`src/hw/rtl/sll_pkg.sv`:
```
`timescale 1ns / 1ps

package sll_pkg;

    // default sizes of the node store
    localparam int NODES_DEF      = 256;
    localparam int VALUE_BITS_DEF = 32;

    // stream word widths
    localparam int S_TDATA_W = 40;
    localparam int S_TUSER_W = 3;
    localparam int M_TDATA_W = 48;
    localparam int M_TUSER_W = 2;

    // operation codes, codes 5 to 7 do nothing
    typedef enum logic [2:0] {
        OP_INSERT = 3'd0,
        OP_DELETE = 3'd1,
        OP_GET    = 3'd2,
        OP_LOCATE = 3'd3,
        OP_CLEAR  = 3'd4
    } t_opcode;

    // result status codes
    typedef enum logic [1:0] {
        ST_OK       = 2'd0,
        ST_BADPOS   = 2'd1,
        ST_FULL     = 2'd2,
        ST_NOTFOUND = 2'd3
    } t_status;

    // one result word as it leaves the sequencer
    typedef struct packed {
        logic [7:0]  list_length;
        logic [7:0]  found_position;
        logic [31:0] result_value;
        t_status     status;
    } t_result;

endpackage

```
`src/hw/rtl/sll_seq.sv`:
```
`timescale 1ns / 1ps

module sll_seq
    import sll_pkg::*;
#(
    parameter int NODES      = NODES_DEF,
    parameter int VALUE_BITS = VALUE_BITS_DEF
) (
    input  logic                     i_clk,
    input  logic                     i_rst_n,
    // request side
    input  logic                     i_in_valid,
    output logic                     o_in_ready,
    input  logic [2:0]               i_opcode,
    input  logic [7:0]               i_position,
    input  logic [31:0]              i_item_value,
    // result side
    output logic                     o_res_valid,
    input  logic                     i_res_ready,
    output t_result                  o_res,
    // shared read address of both stores
    output logic [$clog2(NODES)-1:0] o_raddr,
    input  logic [$clog2(NODES)-1:0] i_link_q,
    input  logic [VALUE_BITS-1:0]    i_value_q,
    // link store write port
    output logic                     o_link_we,
    output logic [$clog2(NODES)-1:0] o_link_waddr,
    output logic [$clog2(NODES)-1:0] o_link_wdata,
    // value store write port
    output logic                     o_value_we,
    output logic [$clog2(NODES)-1:0] o_value_waddr,
    output logic [VALUE_BITS-1:0]    o_value_wdata
);

    localparam int IDX_W = $clog2(NODES);
    localparam int CMP_W = ((IDX_W > 8) ? IDX_W : 8) + 1;
    localparam logic [IDX_W-1:0] LAST_USABLE = IDX_W'(NODES - 2);

    typedef enum logic [3:0] {
        S_IDLE,
        S_POP_A,
        S_POP_B,
        S_WALK_A,
        S_WALK_B,
        S_AT,
        S_INS_LINK,
        S_DEL_A,
        S_DEL_B,
        S_DEL_C,
        S_LOC_A,
        S_LOC_B,
        S_DONE
    } t_state;

    t_state                r_state;
    t_opcode               r_op;
    logic [7:0]            r_pos;
    logic [VALUE_BITS-1:0] r_val;
    logic [IDX_W-1:0]      r_node;
    logic [IDX_W-1:0]      r_new;
    logic [IDX_W-1:0]      r_prev;
    logic [IDX_W-1:0]      r_tmp;
    logic [IDX_W-1:0]      r_steps;
    logic [IDX_W-1:0]      r_k;
    logic [IDX_W-1:0]      r_head;
    logic [IDX_W-1:0]      r_free;
    logic [IDX_W-1:0]      r_cnt;
    logic [IDX_W-1:0]      r_fcnt;
    logic [IDX_W-1:0]      r_fresh;
    t_status               r_status;
    logic [VALUE_BITS-1:0] r_rval;
    logic [IDX_W-1:0]      r_fpos;

    logic [63:0]      w_val_ext;
    logic [63:0]      w_rval_ext;
    logic [CMP_W-1:0] w_pos_x;
    logic [CMP_W-1:0] w_rpos_x;
    logic [CMP_W-1:0] w_cnt_x;
    logic [CMP_W-1:0] w_fpos_x;
    logic             w_ins_ok;
    logic             w_pos_ok;
    logic [IDX_W-1:0] w_link;

    // value of the item, sign extended to the store width
    assign w_val_ext = {{32{i_item_value[31]}}, i_item_value};

    // position range checks against the current length
    assign w_pos_x  = CMP_W'(i_position);
    assign w_rpos_x = CMP_W'(r_pos);
    assign w_cnt_x  = CMP_W'(r_cnt);
    assign w_ins_ok = (i_position != 8'd0) && (w_pos_x <= w_cnt_x + CMP_W'(1));
    assign w_pos_ok = (i_position != 8'd0) && (w_pos_x <= w_cnt_x);

    // link of the node read last cycle; nodes at or below the fresh mark
    // were never written since reset or clear and stand for a descending chain
    always_comb begin
        if (r_node == '0) begin
            w_link = '0;
        end else if (r_node <= r_fresh) begin
            w_link = r_node - IDX_W'(1);
        end else begin
            w_link = i_link_q;
        end
    end

    assign o_raddr = r_node;

    // store write ports
    always_comb begin
        o_link_we     = 1'b0;
        o_link_waddr  = r_node;
        o_link_wdata  = r_new;
        o_value_we    = 1'b0;
        o_value_waddr = r_node;
        o_value_wdata = r_val;
        case (r_state)
            S_POP_B: begin
                o_value_we = 1'b1;
            end
            S_AT: begin
                o_link_we = (r_op == OP_INSERT);
            end
            S_INS_LINK: begin
                o_link_we    = 1'b1;
                o_link_waddr = r_new;
                o_link_wdata = r_tmp;
            end
            S_DEL_B: begin
                o_link_we    = (r_pos != 8'd1);
                o_link_waddr = r_prev;
                o_link_wdata = w_link;
            end
            S_DEL_C: begin
                o_link_we    = 1'b1;
                o_link_wdata = r_free;
            end
            default: begin
                o_link_we = 1'b0;
            end
        endcase
    end

    // operation sequencer
    always_ff @(posedge i_clk) begin
        if (!i_rst_n) begin
            r_state <= S_IDLE;
            r_head  <= '0;
            r_free  <= LAST_USABLE;
            r_cnt   <= '0;
            r_fcnt  <= LAST_USABLE;
            r_fresh <= LAST_USABLE;
        end else begin
            case (r_state)
                S_IDLE: begin
                    if (i_in_valid) begin
                        r_op     <= t_opcode'(i_opcode);
                        r_pos    <= i_position;
                        r_val    <= w_val_ext[VALUE_BITS-1:0];
                        r_status <= ST_OK;
                        r_rval   <= '0;
                        r_fpos   <= '0;
                        case (t_opcode'(i_opcode))
                            OP_INSERT: begin
                                if (!w_ins_ok) begin
                                    r_status <= ST_BADPOS;
                                    r_state  <= S_DONE;
                                end else if (r_fcnt == '0) begin
                                    r_status <= ST_FULL;
                                    r_state  <= S_DONE;
                                end else begin
                                    r_node  <= r_free;
                                    r_state <= S_POP_A;
                                end
                            end
                            OP_DELETE: begin
                                if (!w_pos_ok) begin
                                    r_status <= ST_BADPOS;
                                    r_state  <= S_DONE;
                                end else if (i_position == 8'd1) begin
                                    r_node  <= r_head;
                                    r_state <= S_DEL_A;
                                end else begin
                                    r_node  <= r_head;
                                    r_steps <= IDX_W'(w_pos_x - CMP_W'(2));
                                    r_state <= S_WALK_A;
                                end
                            end
                            OP_GET: begin
                                if (!w_pos_ok) begin
                                    r_status <= ST_BADPOS;
                                    r_state  <= S_DONE;
                                end else begin
                                    r_node  <= r_head;
                                    r_steps <= IDX_W'(w_pos_x - CMP_W'(1));
                                    r_state <= S_WALK_A;
                                end
                            end
                            OP_LOCATE: begin
                                r_node  <= r_head;
                                r_k     <= IDX_W'(1);
                                r_state <= S_LOC_A;
                            end
                            OP_CLEAR: begin
                                r_head  <= '0;
                                r_free  <= LAST_USABLE;
                                r_cnt   <= '0;
                                r_fcnt  <= LAST_USABLE;
                                r_fresh <= LAST_USABLE;
                                r_state <= S_DONE;
                            end
                            default: begin
                                r_state <= S_DONE;
                            end
                        endcase
                    end
                end
                // wait for the free head's link
                S_POP_A: begin
                    r_state <= S_POP_B;
                end
                // take the free head as the new node
                S_POP_B: begin
                    r_new  <= r_node;
                    r_free <= w_link;
                    r_fcnt <= r_fcnt - IDX_W'(1);
                    if (r_node <= r_fresh) begin
                        r_fresh <= r_node - IDX_W'(1);
                    end
                    if (r_pos == 8'd1) begin
                        r_tmp   <= r_head;
                        r_state <= S_INS_LINK;
                    end else begin
                        r_node  <= r_head;
                        r_steps <= IDX_W'(w_rpos_x - CMP_W'(2));
                        r_state <= S_WALK_A;
                    end
                end
                // walk along the list: wait for the link, then follow it
                S_WALK_A: begin
                    if (r_steps == '0) begin
                        r_state <= S_AT;
                    end else begin
                        r_state <= S_WALK_B;
                    end
                end
                S_WALK_B: begin
                    r_node  <= w_link;
                    r_steps <= r_steps - IDX_W'(1);
                    r_state <= S_WALK_A;
                end
                // target reached, both stores show its entry
                S_AT: begin
                    case (r_op)
                        OP_INSERT: begin
                            r_tmp   <= w_link;
                            r_state <= S_INS_LINK;
                        end
                        OP_DELETE: begin
                            r_prev  <= r_node;
                            r_node  <= w_link;
                            r_state <= S_DEL_A;
                        end
                        OP_GET: begin
                            r_rval  <= i_value_q;
                            r_state <= S_DONE;
                        end
                        default: begin
                            r_state <= S_DONE;
                        end
                    endcase
                end
                // new node takes over the old successor
                S_INS_LINK: begin
                    if (r_pos == 8'd1) begin
                        r_head <= r_new;
                    end
                    r_cnt   <= r_cnt + IDX_W'(1);
                    r_state <= S_DONE;
                end
                // wait for the removed node's entry
                S_DEL_A: begin
                    r_state <= S_DEL_B;
                end
                // unlink the node and keep its value
                S_DEL_B: begin
                    r_rval <= i_value_q;
                    if (r_pos == 8'd1) begin
                        r_head <= w_link;
                    end
                    r_state <= S_DEL_C;
                end
                // push the node onto the free list
                S_DEL_C: begin
                    r_free  <= r_node;
                    r_fcnt  <= r_fcnt + IDX_W'(1);
                    r_cnt   <= r_cnt - IDX_W'(1);
                    r_state <= S_DONE;
                end
                // search, one entry after another from the head
                S_LOC_A: begin
                    if ((r_node == '0) || (r_k > r_cnt)) begin
                        r_status <= ST_NOTFOUND;
                        r_state  <= S_DONE;
                    end else begin
                        r_state <= S_LOC_B;
                    end
                end
                S_LOC_B: begin
                    if (i_value_q == r_val) begin
                        r_fpos  <= r_k;
                        r_state <= S_DONE;
                    end else begin
                        r_node  <= w_link;
                        r_k     <= r_k + IDX_W'(1);
                        r_state <= S_LOC_A;
                    end
                end
                S_DONE: begin
                    if (i_res_ready) begin
                        r_state <= S_IDLE;
                    end
                end
                default: begin
                    r_state <= S_IDLE;
                end
            endcase
        end
    end

    // result word
    assign w_rval_ext = 64'(r_rval);
    assign w_fpos_x   = CMP_W'(r_fpos);

    assign o_in_ready           = (r_state == S_IDLE);
    assign o_res_valid          = (r_state == S_DONE);
    assign o_res.status         = r_status;
    assign o_res.result_value   = w_rval_ext[31:0];
    assign o_res.found_position = w_fpos_x[7:0];
    assign o_res.list_length    = w_cnt_x[7:0];

endmodule

```
`config.mk`:
```
export PLATFORM = sky130hd
export DESIGN_NAME = sll_seq
export DESIGN_NICKNAME = d
export VERILOG_FILES = /design/src/hw/rtl/sll_pkg.sv /design/src/hw/rtl/sll_seq.sv
export SDC_FILE = /design/constraint.sdc
export NUM_CORES = 1
export LEC_CHECK = 0
export BUFFER_PORTS_ARGS = -buffer_cell sky130_fd_sc_hd__buf_2
export CELL_PAD_IN_SITES_DETAIL_PLACEMENT = 1
export CELL_PAD_IN_SITES_GLOBAL_PLACEMENT = 2
export CORE_ASPECT_RATIO = 1.5
export CORE_MARGIN = 3
export CORE_UTILIZATION = 36
export CTS_BUF_LIST = sky130_fd_sc_hd__clkbuf_8
export CTS_CLUSTER_DIAMETER = 120
export DETAILED_ROUTE_END_ITERATION = 10
export PLACE_DENSITY_LB_ADDON = 0.1
export SYNTH_ARGS = -nofsm -noshare
export SYNTH_HDL_FRONTEND = slang
export SYNTH_SLANG_ARGS = --single-unit
```
`constraint.sdc`:
```
create_clock -name i_clk -period 3.44 [get_ports i_clk]
set_input_delay 0.688 -clock i_clk [delete_from_list [all_inputs] [get_ports i_clk]]
set_output_delay 0.688 -clock i_clk [all_outputs]
set_load 0.005 [all_outputs]
```
==> reports/qor.yml <==
status: "complete, but fails checks"
violations: "negative setup slack"
finalSetupTns_ns: -0.0363
grt_max_degree: 45
cts_tree: "built"
cp-startpoint: "o_raddr[1]"
min_period_over_period_pct: 101
track_usage_pct: 22.6
nNetsFinal: 1306
r2r_start: "r_cnt[4]"
grt_busiest_layer: "met2"
synth-main-ff-cell: "edfxtp_1"
syn_inst: 936
hold_viol: 0
cp.required_ns: 2.75
ioPinCount: 205
ir_drop_mv: 0.372
wl_per_cell_um: 22.1
min_path_type: "input pin to flip-flop"
dp_hpwl_um: 25700
cap_violations: 0
fillers: 3079
dieArea_mm2: 0.0295
grt_overflow: 0
cts_sinks: 177
setup_viol: 2
multi_input_area_mm2: 0.00482
htreeDepth: 4
cp_num_buf_inv: 1
layout_common_cells: "204 x buf_2, 133 x edfxtp_1, 84 x nand2_1"
globalRouteMet3Util_pct: 3.41
final_antenna_net_count: 0
clkTransAtPathRegs_ns: 0.10
worstSetupEndpointType: "output pin"
final_core_util_pct: 44.8
ctsHoldBuffers: 0
rsz0062_at_grt: "true"
port-buffer-count: 204
yosysSeqAreaShare_pct: 49.3
grt_pass1_wl_um: 51100
crit_path_frequent_cell: "o21a_1"
numCtsBuffers: 17
cp_max_fo: 8
crit_type: "flip-flop to output pin"
syn_avg_cell_area_um2: 10.6
critPathTopFamily: "compound AO/OA/AOI/OAI gates"
synth_nets: 1079
grt_pass1_vias: 8858
met2_usage_pct: 42.4
drcViolationCount: 0
clockRootBuffer: "clkbuf_8"
firstDrtPassIters: 4
mostFrequentLayoutCell: "buf_2"
final_max_slew_viol_count: 0
power_leakage_nw: 4.78
syn_to_final_growth_pct: 21.1
gp_congestion: 0.842
max_freq_mhz: 288
clock_path_buffers: 2
seq_area_mm2: 0.00488
worst_pin_slew_ns: 1.13
path_cells: "ha_4 > nor2b_4 > o21a_1 > o21a_1 > o21a_4 > or3_1 > o211ai_1 > o21ai_1 > buf_2"
start_kind: "flip-flop"
vias_per_cell: 5.46
synth_cell_types: 74
yosys_warnings: 0
antenna_found_initial: 4
insertion_delay_ns: 0.51
dr_total_vias: 8278
drive_gt1_share_pct: 28.2
die_h_um: 209
start_util_pct: 37.0
cp.arrival_ns: 2.78
synth_area_mm2: 0.00989
dieWidth_um: 141
skew_ns: 0.0221
wirelength_um: 33500
setup_ws_ns: -0.0326
min_period_ns: 3.47
core_mm2: 0.0268
synthArstFlopShare_pct: 0
crit_slowest_cell: "edfxtp_1"
power_density_mw_per_mm2: 652
ys_seq_elements: 177
hold_path.startpoint: "i_item_value[21]"
use_met1_pct: 24.1
drt-initial-drc-count: 407
row_count: 73
synth_edf_count: 133
slowest_delay_ns: 0.45
max_slew_margin_pct: 24.0
## per-stage QoR
step,hold WS [ns],worst slack [ns],instances,area (um^2),total power [mW]
floorplan,0.453,0.427,936,9890,4.94
global placement,0.489,0.322,1470,11400,6.38
detailed placement,0.510,0.268,1470,11400,6.40
CTS,0.313,-0.0868,1509,11800,7.79
global route,0.323,-0.119,1516,12000,8.31
finish,0.352,-0.0326,1516,12000,7.81
## Yosys cell counts, types with 17 or more instances
cell type	instances	area share (%)
dfxtp_1	44	8.9
edfxtp_1	133	40
nor3_1	20	1.0
xor2_1	52	4.6
ha_1	54	6.8
nor2b_1	35	2.2
a22oi_1	21	1.6
nand3_1	27	1.4
a21oi_1	36	1.8
inv_1	36	1.4
clkbuf_1	18	0.68
nand2_1	84	3.2
o221ai_1	18	1.6
nor2_1	58	2.2
nand4_1	17	1.1
o211ai_1	24	1.8
xnor2_1	26	2.3
o21ai_0	43	2.2
nor4_1	22	1.4
## report_power, final
part,internal (mW),switching [mW]
Clock,0.493,0.801
Sequential,2.92,0.292
Combinational,1.28,2.02
Total,4.70,3.11
## final timing paths
path / cells after the start / slack, ns / end
min reg2reg: 1 / 0.53 / r_fcnt[7]
max reg2reg: 13 / 0.43 / o_raddr[7]
min: 1 / 0.35 / o_value_wdata[21]
max: 9 / -0.03 / o_link_wdata[7]
## metal layers
layer | vias to the layer above | part of all wire (%) | wire length (um)
li1 | 3964 | - | -
met1 | 4050 | 37 | 12400
met2 | 199 | 55 | 18600
met3 | 63 | 3.9 | 1300
met4 | 2 | 3.7 | 1250
met5 | - | 0.039 | 13
## repair_timing
item / in CTS / in global routing
gates resized for setup: 7 / 28
setup buffers: 6 / 4
pin swaps: 7 / 15
setup endpoints to repair: 8 / 17
gates cloned: 1 / 0
## layout make-up
| class | instances | area share, % |
|---|---|---|
| Antenna cell | 3 | 0.0627 |
| Inverter | 39 | 1.25 |
| Clock inverter | 15 | 0.794 |
| Tap cell | 337 | 3.52 |
| Clock buffer | 17 | 1.95 |
| Timing Repair Buffer | 251 | 11.5 |
| Multi-Input combinational cell | 677 | 40.2 |
| Sequential cell | 177 | 40.7 |
## kinds of logic (layout without fill, tap and decap cells)
family / count (synthesis) / in the layout / share of synthesized area, %
flops: 177 / 177 / 49.3
compound gates: 222 / 222 / 16.1
other cells: 0 / 3 / 0
fa+ha+maj: 56 / 56 / 7.24
mux: 1 / 1 / 0.101
simple gates: 319 / 320 / 16.6
xor+xnor: 78 / 78 / 6.91
buf+inv: 83 / 322 / 3.82
Note: power is estimated with default switching activity, not from simulation.
