--- src/hw/rtl/sll_pkg.sv ---
`timescale 1ns / 1ps

package sll_pkg;

    // default sizes of the node store
    localparam int NODES_DEF      = 256;
    localparam int VALUE_BITS_DEF = 32;

    // stream word widths
    localparam int S_TDATA_W = 40;
    localparam int S_TUSER_W = 3;
    localparam int M_TDATA_W = 48;
    localparam int M_TUSER_W = 2;

    // operation codes, codes 5 to 7 do nothing
    typedef enum logic [2:0] {
        OP_INSERT = 3'd0,
        OP_DELETE = 3'd1,
        OP_GET    = 3'd2,
        OP_LOCATE = 3'd3,
        OP_CLEAR  = 3'd4
    } t_opcode;

    // result status codes
    typedef enum logic [1:0] {
        ST_OK       = 2'd0,
        ST_BADPOS   = 2'd1,
        ST_FULL     = 2'd2,
        ST_NOTFOUND = 2'd3
    } t_status;

    // one result word as it leaves the sequencer
    typedef struct packed {
        logic [7:0]  list_length;
        logic [7:0]  found_position;
        logic [31:0] result_value;
        t_status     status;
    } t_result;

endpackage

--- src/hw/rtl/sll_out.sv ---
`timescale 1ns / 1ps

module sll_out
    import sll_pkg::*;
(
    input  logic                 i_clk,
    input  logic                 i_rst_n,
    input  logic                 i_res_valid,
    output logic                 o_res_ready,
    input  t_result              i_res,
    output logic                 o_m_axis_tvalid,
    input  logic                 i_m_axis_tready,
    // result_value [31:0], found_position [39:32], list_length [47:40]
    output logic [M_TDATA_W-1:0] o_m_axis_tdata,
    // status [1:0]
    output logic [M_TUSER_W-1:0] o_m_axis_tuser
);

    logic    r_valid;
    t_result r_res;

    assign o_res_ready = !r_valid || i_m_axis_tready;

    // output word register
    always_ff @(posedge i_clk) begin
        if (!i_rst_n) begin
            r_valid <= 1'b0;
        end else if (i_res_valid && o_res_ready) begin
            r_valid <= 1'b1;
        end else if (i_m_axis_tready) begin
            r_valid <= 1'b0;
        end
    end

    always_ff @(posedge i_clk) begin
        if (i_res_valid && o_res_ready) begin
            r_res <= i_res;
        end
    end

    assign o_m_axis_tvalid = r_valid;
    assign o_m_axis_tdata  = {r_res.list_length, r_res.found_position, r_res.result_value};
    assign o_m_axis_tuser  = r_res.status;

endmodule

--- config.mk ---
export PLATFORM = sky130hd
export DESIGN_NAME = sll_out
export DESIGN_NICKNAME = d
export VERILOG_FILES = /design/src/hw/rtl/sll_pkg.sv /design/src/hw/rtl/sll_out.sv
export SDC_FILE = /design/constraint.sdc
export NUM_CORES = 1
export LEC_CHECK = 0
export ABC_CLOCK_PERIOD_IN_PS = 1500
export BUFFER_PORTS_ARGS = -buffer_cell sky130_fd_sc_hd__buf_4
export CAP_MARGIN = 20
export CORE_ASPECT_RATIO = 0.6
export CORE_UTILIZATION = 40
export CTS_CLUSTER_SIZE = 8
export DETAILED_ROUTE_END_ITERATION = 6
export GPL_TIMING_DRIVEN = 0
export PLACE_DENSITY = 0.78
export SLEW_MARGIN = 5
export SYNTH_ARGS = -nofsm -noshare
export SYNTH_HDL_FRONTEND = slang
export SYNTH_SLANG_ARGS = --single-unit
--- constraint.sdc ---
create_clock -name i_clk -period 1.5 [get_ports i_clk]
set_input_delay 0.45 -clock i_clk [delete_from_list [all_inputs] [get_ports i_clk]]
set_output_delay 0.45 -clock i_clk [all_outputs]
set_load 0.05 [all_outputs]
==> results.json, run 1 <==
{
  "fin_crit_ns": 1.348,
  "power_switching_mw": 0.7700,
  "ant_nets": 0,
  "cts-root-buf": "clkbuf_8",
  "synth_cells": 55,
  "port_buffers": 105,
  "p_int_mw": 2.225,
  "cts_tree": "built",
  "final.setup_skew_ns": 0.01010,
  "synth_top_area_share_pct": 96.31,
  "ios": 106,
  "cp-end-kind": "output pin",
  "worstPathMaxFanout": 3,
  "dieArea_mm2": 0.004159,
  "drc": 0,
  "fmax_mhz": 742.0,
  "num_antenna_cells": 0,
  "start_util_pct": 42.12,
  "p_comb_share_pct": 18.4,
  "clkTransAtPathRegs_ns": 0.09,
  "dp.cells": 207,
  "grt_max_degree": 51,
  "p_seq_share_pct": 56.3,
  "die_w_um": 82.60,
  "fill_cells": 264,
  "areaGrowthSynthToFinish_pct": 60.27,
  "drv_cap": 0,
  "p_per_area_mw_per_mm2": 1199,
  "yosysTopAreaCell": "edfxtp_1",
  "layout.nets": 221,
  "dr.first_iter.drc_count": 15,
  "setup_viol": 0,
  "ctsHoldBuffers": 0,
  "grt_pass1_vias": 888,
  "ir_drop_mv": 0.7556,
  "post_cts_buffers": 0,
  "period_share_pct": 89.84,
  "final_cell_mix": "buf_4 (105), edfxtp_1 (50), clkbuf_8 (6)",
  "coreArea_mm2": 0.003701,
  "start_kind": "flop",
  "layout-drive-gt1-share_pct": 69.05,
  "vias": 914,
  "finalInstanceArea_mm2": 0.002499,
  "hp-class": "input port to flop",
  "p_total_mw": 2.995,
  "place_congestion": 0.6052,
  "layoutNonFillerInstCount": 215,
  "p_leak_nw": 1.066,
  "worstMarginPinSlew_ns": 0.6092,
  "cts_max_level": 2,
  "arrival_ns": 0.90,
  "required_ns": 1.05,
  "wire_per_inst_um": 13.07,
  "fin_tns_setup_ns": 0,
  "final-hold-violation-count": 0,
  "final_common_cell": "buf_4",
  "clk_latency_ns": 0.29,
  "dpl_cell_area_mm2": 0.002407,
  "globalRouteTotalUtil_pct": 13.22,
  "via_per_inst": 4.251,
  "cts_buffers": 5,
  "netlist_top_cells_area": "edfxtp_1 (96%), dfxtp_1 (1.3%), nand2b_4 (0.88%)",
  "drv_slew": 0,
  "clock_sinks": 51,
  "drt-pass1-iter-count": 4,
  "outcome": "completed",
  "ys_seq_elements": 51,
  "synth_cell_types": 6,
  "die_h_um": 50.36,
  "rows": 17,
  "routed_wl_um": 2810,
  "layout_setup_ws_ns": 0.1524,
  "grt_pass1_wl_um": 3795,
  "ctsResizeCount": 0,
  "clock_power_share_pct": 25.3,
  "seq_area_frac_synth_pct": 97.59,
  "netlist_area_mm2": 0.001559,
  "ys_warn_count": 0,
  "syn_avg_cell_area_um2": 28.35,
  "rsz0062_at_grt": "false",
  "cts_buffer_depth": 2,
  "critPathKind": "flop to output pin",
  "antenna_found_initial": 0,
  "grt_overflow": 0,
  "syn-num-nets": 109,
  "max_slew_margin_pct": 59.38,
  "swShare_pct": 25.71,
  "pre_cts_slack_ns": -0.09635
}
[cell type report]
cell class	count	area [um^2]	share of cell area (%)
multi-input cells	3	33.78	1.352
repair buffers	105	788.3	31.55
flip-flops and latches	51	1523	60.94
inverters	1	3.754	0.1502
clock inverters	1	5.005	0.2003
clock buffers	7	86.33	3.455
well taps	47	58.81	2.354
[sequential cells by signal, indices dropped and copies added (netlist names)]
register and flops:
o_m_axis_tuser 2, o_m_axis_tdata 48, o_m_axis_tvalid 1
[layer usage]
metal	global-route usage [%]	part of all wire, %	vias to the layer above	wire length (um)
met5	0	0	-	0
met4	5.172	1.0	0	29
met3	9.091	17	4	474
met2	21.21	46	67	1279
met1	13.47	37	405	1026
li1	-	-	438	-
[critical path: stages, from the launching register on]
cell and delay, ns:
dfxtp_2 0.34, nand2b_4 0.08, buf_4 0.20
[Yosys cell counts (all sizes together)]
| master | n |
|---|---|
| inv | 1 |
| dfxtp | 1 |
| edfxtp | 50 |
| a21boi | 1 |
| and2 | 1 |
| nand2b | 1 |
[power by group through the flow]
| stage | Combinational, mW | Clock [mW] | Sequential [mW] |
|---|---|---|---|
| 6_report | 0.552 | 0.756 | 1.69 |
| 5_1_grt | 0.574 | 0.818 | 1.69 |
| 4_1_cts | 0.557 | 0.790 | 1.69 |
| 3_5_place_dp | 0.557 | 0 | 1.72 |
| 3_3_place_gp | 0.550 | 0 | 1.72 |
| 2_1_floorplan | 0.0366 | 0 | 2.00 |
[cells by family after synthesis]
group | after synthesis | synth area share, %
simple gates | 2 | 1.445
buf+inv | 1 | 0.2405
compound gates | 1 | 0.7223
flops | 51 | 97.59
[path summary, 6_finish.rpt]
path                                      start                  to  slack, ns  cells after the start
worst max register to register  o_m_axis_tvalid  o_m_axis_tdata[31]       0.16                      2
worst min register to register  o_m_axis_tvalid     o_m_axis_tvalid       0.50                      2
worst max-delay path            o_m_axis_tvalid         o_res_ready       0.15                      2
worst min-delay path                   i_res[7]   o_m_axis_tdata[5]       0.33                      1
[per-stage QoR]
stage	hold slack (ns)	util, %
floorplan	0.5489	-
global placement	0.4727	65.04
detailed placement	0.4911	65.04
CTS	0.3196	67.51
global route	0.3125	67.51
finish	0.3283	67.51
No activity file was read; power rests on OpenSTA's default activity.
==> inputs of run 2 (changes only) <==
- PLACE_DENSITY: 0.78 -> 0.86
==> results.json, run 2 (synthesized netlist as in run 1, its figures left out) <==
{
  "outcome": "completed",
  "r2r_cells": 2,
  "coreArea_mm2": 0.003701,
  "arrival_ns": 0.90,
  "crit_buf_inv": 1,
  "cts_buffers": 5,
  "p_total_mw": 3.137,
  "critPathKind": "flop to output pin",
  "crit_path_max_incr_delay_ns": 0.41,
  "setup_viol": 0,
  "fill_cells": 261,
  "clkTransAtPathRegs_ns": 0.08,
  "final_common_cell": "buf_4",
  "layoutNonFillerInstCount": 215,
  "clk_latency_ns": 0.29,
  "max_slew_margin_pct": 59.27,
  "final_cell_mix": "buf_4 (105), edfxtp_1 (50), clkbuf_8 (5)",
  "cts_max_level": 2,
  "path_delay_family": "flip-flops",
  "drc": 0,
  "grt_max_degree": 51,
  "drt-pass1-iter-count": 4,
  "required_ns": 1.05,
  "grt_overflow": 0,
  "worstMarginPinSlew_ns": 0.6109,
  "ant_nets": 0,
  "dieArea_mm2": 0.004159,
  "p_per_area_mw_per_mm2": 1247,
  "port_buffers": 105,
  "grt_pass1_wl_um": 4160,
  "fin_tns_setup_ns": 0,
  "grt_pass1_vias": 927,
  "layout-drive-gt1-share_pct": 69.05,
  "multiInputGateArea_um2": 33.78,
  "ctsResizeCount": 0,
  "ir_drop_mv": 0.7715,
  "cts_buffer_depth": 2,
  "dr.first_iter.drc_count": 14,
  "place_congestion": 0.6802,
  "drv_slew": 0,
  "areaGrowthSynthToFinish_pct": 61.32,
  "drv_cap": 0,
  "period_share_pct": 90.33,
  "rows": 17,
  "start_util_pct": 42.12,
  "reg2reg_slack_ns": 0.17,
  "antenna_found_initial": 0,
  "vias": 929,
  "routed_wl_um": 2943,
  "cts-root-buf": "clkbuf_8",
  "cp.depth": 1,
  "num_antenna_cells": 0,
  "final.setup_skew_ns": 0.002276,
  "whs_path_depth": 1,
  "ctsHoldBuffers": 0,
  "final-hold-violation-count": 0,
  "largest_reg_flops": 48,
  "rsz0062_at_grt": "false",
  "dp.cells": 207,
  "crit_chain": "buf_4",
  "die_h_um": 50.36,
  "die_w_um": 82.60,
  "start_kind": "flop",
  "ios": 106,
  "fin_crit_ns": 1.355,
  "globalRouteTotalUtil_pct": 14.75,
  "critPathSlowestCell": "edfxtp_1",
  "cp-end-kind": "output pin",
  "finalCoreUtilization_pct": 67.95,
  "via_per_inst": 4.321,
  "hp-class": "input port to flop",
  "post_cts_buffers": 0,
  "wire_per_inst_um": 13.69,
  "clock_sinks": 51,
  "register_area_mm2": 0.001523,
  "layout.nets": 221,
  "cts_tree": "built",
  "p_leak_nw": 1.073,
  "worstPathMaxFanout": 1,
  "fmax_mhz": 738.0
}
[run 2: cell count changes in the layout (fill, tap and decap cells not counted), sizes merged]
cell    change
clkbuf      -2
bufinv      +1
clkinv      +1
[run 2: layout make-up]
| class | instances | area share [%] |
|---|---|---|
| clock buffer | 5 | 2.736 |
| clock inverter | 3 | 1.542 |
| inverter | 1 | 0.1493 |
| multi-input combinational | 3 | 1.343 |
| sequential | 51 | 60.55 |
| tap | 47 | 2.338 |
| timing repair buffer | 105 | 31.34 |
[run 2: power by group]
part / internal (mW) / switching (mW) / leakage, nW
registers: 1.66 / 0.0238 / 0.492
clock network: 0.488 / 0.408 / 0.0556
logic: 0.190 / 0.364 / 0.525
[run 2: routing by layer]
layer  share of wire, %  track usage [%]
met4                1.5            7.759
met2                 46            23.83
met3                 17            8.364
met5                  0                0
met1                 36            15.23
[run 2: final timing paths]
path / end / startpoint
setup / recovery: o_m_axis_tdata[11] / o_m_axis_tdata[11]
hold / removal: o_m_axis_tuser[1] / i_res[1]
setup reg to reg: o_m_axis_tdata[33] / o_m_axis_tvalid
hold reg to reg: o_m_axis_tvalid / o_m_axis_tvalid
[run 2: metrics by stage]
stage	setup WS (ns)	area, um^2	hold WS [ns]
after floorplan	-0.02498	1560	0.5489
final	0.1450	2515	0.3295
after global placement	-0.05502	2407	0.4766
after detailed placement	-0.1046	2407	0.4820
after CTS	0.1374	2515	0.3136
after global routing	0.09690	2515	0.3108
==> inputs of run 3 (changes only) <==
- ABC_CLOCK_PERIOD_IN_PS: 1500 -> 1300
- SETUP_SLACK_MARGIN: unset -> 0.3
- clock period: 1.5 -> 1.3 ns (I/O delays scaled with it)
==> results.json, run 3 (synthesized netlist as in run 1, its figures left out) <==
{
  "outcome": "completed",
  "grt_max_degree": 16,
  "cts_buffers": 5,
  "place_congestion": 0.6416,
  "period_share_pct": 99.93,
  "crit_path_max_incr_delay_ns": 0.43,
  "crit_chain": "buf_6",
  "fin_tns_setup_ns": 0,
  "die_h_um": 50.36,
  "max_slew_margin_pct": 89.86,
  "cts_max_level": 2,
  "wl_met2_um": 1971,
  "drt-pass1-iter-count": 4,
  "worstPathMaxFanout": 1,
  "p_leak_nw": 1.182,
  "wl_met1_um": 1310,
  "start_util_pct": 42.12,
  "layout-drive-gt1-share_pct": 71.11,
  "fmax_mhz": 769.8,
  "routed_wl_um": 3796,
  "hp-class": "input port to flop",
  "grt_pass1_wl_um": 5540,
  "cts_buffer_depth": 2,
  "fin_crit_ns": 1.299,
  "p_per_area_mw_per_mm2": 1279,
  "whs_path_depth": 1,
  "whs_endpoint": "o_m_axis_tdata[26]",
  "fill_cells": 214,
  "cts-root-buf": "clkbuf_8",
  "drv_slew": 0,
  "worstMarginPinSlew_ns": 0.1533,
  "critPathSlowestCell": "edfxtp_1",
  "globalRouteTotalUtil_pct": 19.88,
  "p_comb_share_pct": 20.9,
  "final_common_cell": "buf_4",
  "min_from": "i_res[28]",
  "ios": 106,
  "dieArea_mm2": 0.004159,
  "grt_overflow": 0,
  "p_int_mw": 2.601,
  "r2r_cells": 5,
  "arrival_ns": 0.91,
  "ir_drop_mv": 0.8610,
  "final-hold-violation-count": 0,
  "regToRegEndpoint": "o_m_axis_tdata[33]",
  "num_antenna_cells": 0,
  "p_seq_share_pct": 54.9,
  "dr_wl_met3_um": 430,
  "wire_per_inst_um": 16.72,
  "ctsHoldBuffers": 0,
  "ant_nets": 0,
  "dr.first_iter.drc_count": 25,
  "clk_latency_ns": 0.30,
  "reg2reg_from": "o_m_axis_tvalid",
  "clkTransAtPathRegs_ns": 0.10,
  "clock_sinks": 51,
  "required_ns": 0.91,
  "rows": 17,
  "rsz0062_at_grt": "true",
  "hold_slack_ns": 0.2585,
  "setup_viol": 0,
  "start_kind": "flop",
  "die_w_um": 82.60,
  "top_layer_used": "met4",
  "cp-end-kind": "output pin",
  "clock_power_share_pct": 24.2,
  "antenna_found_initial": 0,
  "reg2reg_slack_ns": 0.04,
  "critPathKind": "flop to output pin",
  "drv_cap": 0,
  "finalInstanceArea_mm2": 0.002796,
  "cts_tree": "built",
  "grt_pass1_vias": 1123,
  "path_delay_family": "flip-flops",
  "port_buffers": 105,
  "drc": 0,
  "vias": 1034,
  "power_switching_mw": 0.9757,
  "layout.nets": 233,
  "swShare_pct": 27.28,
  "crit_buf_inv": 1,
  "final.setup_skew_ns": 0.01453,
  "dpl_cell_area_mm2": 0.002410,
  "areaGrowthSynthToFinish_pct": 79.37,
  "via_per_inst": 4.555,
  "final_cell_mix": "buf_4 (57), buf_6 (52), edfxtp_1 (50), and2_4 (8), clkbuf_8 (5)",
  "largest_reg_flops": 48,
  "coreArea_mm2": 0.003701
}
[run 3: power by group through the flow]
stage	registers, mW	logic [mW]	clock network (mW)
after CTS	1.96	0.743	0.881
after detailed placement	1.98	0.647	0
after global routing	1.97	0.773	0.944
final	1.96	0.746	0.866
after global placement	1.98	0.635	0
after floorplan	2.31	0.0422	0
[run 3: through the flow]
step | total power [mW] | instances | util (%) | setup WS [ns]
floorplan | 2.353 | 55 | - | -0.1646
global placement | 2.615 | 207 | 65.11 | -0.2008
detailed placement | 2.631 | 207 | 65.11 | -0.2658
CTS | 3.589 | 226 | 75.25 | 0.007978
global route | 3.689 | 227 | 75.56 | -0.02001
finish | 3.576 | 227 | 75.56 | 0.0009326
[run 3: layout make-up]
| type | count | area [um^2] | share of cell area, % |
|---|---|---|---|
| Sequential cell | 51 | 1525 | 54.54 |
| Tap cell | 47 | 58.81 | 2.103 |
| Multi-Input combinational cell | 10 | 95.09 | 3.400 |
| Timing Repair Buffer | 110 | 1028 | 36.78 |
| Clock buffer | 6 | 72.57 | 2.595 |
| Inverter | 1 | 3.754 | 0.1342 |
| Clock inverter | 2 | 12.51 | 0.4474 |
[run 3: what timing repair did]
action,CTS,global route
resized for setup,60,1
setup endpoints to repair,102,102
buffers inserted,4,1
pin swaps,1,0
cloned,7,0
[run 3: layer usage]
layer  global-route usage [%]  vias up
met5                        0        -
met4                    9.195        0
met3                    10.00       11
met2                    33.20       64
met1                    20.97      486
li1                         -      473
[run 3: worst max-delay path by stage]
stage / slack, ns / to / start / depth (start not counted)
2_1_floorplan: -0.16 / o_m_axis_tdata[0] / i_m_axis_tready / 2
3_3_place_gp: -0.20 / o_m_axis_tdata[14] / i_m_axis_tready / 3
3_5_place_dp: -0.27 / o_m_axis_tdata[8] / i_m_axis_tready / 3
4_1_cts: 0.008 / o_res_ready / o_m_axis_tvalid / 2
5_1_grt: -0.02 / o_res_ready / o_m_axis_tvalid / 2
6_report: 0.0009 / o_m_axis_tdata[41] / o_m_axis_tdata[41] / 1
[run 3: worst reg2reg max path: stages, from the launching register on]
cell      delay (ns)
dfxtp_4         0.37
nand2b_4        0.08
buf_4           0.11
buf_6           0.09
buf_6           0.10
and2_4          0.20
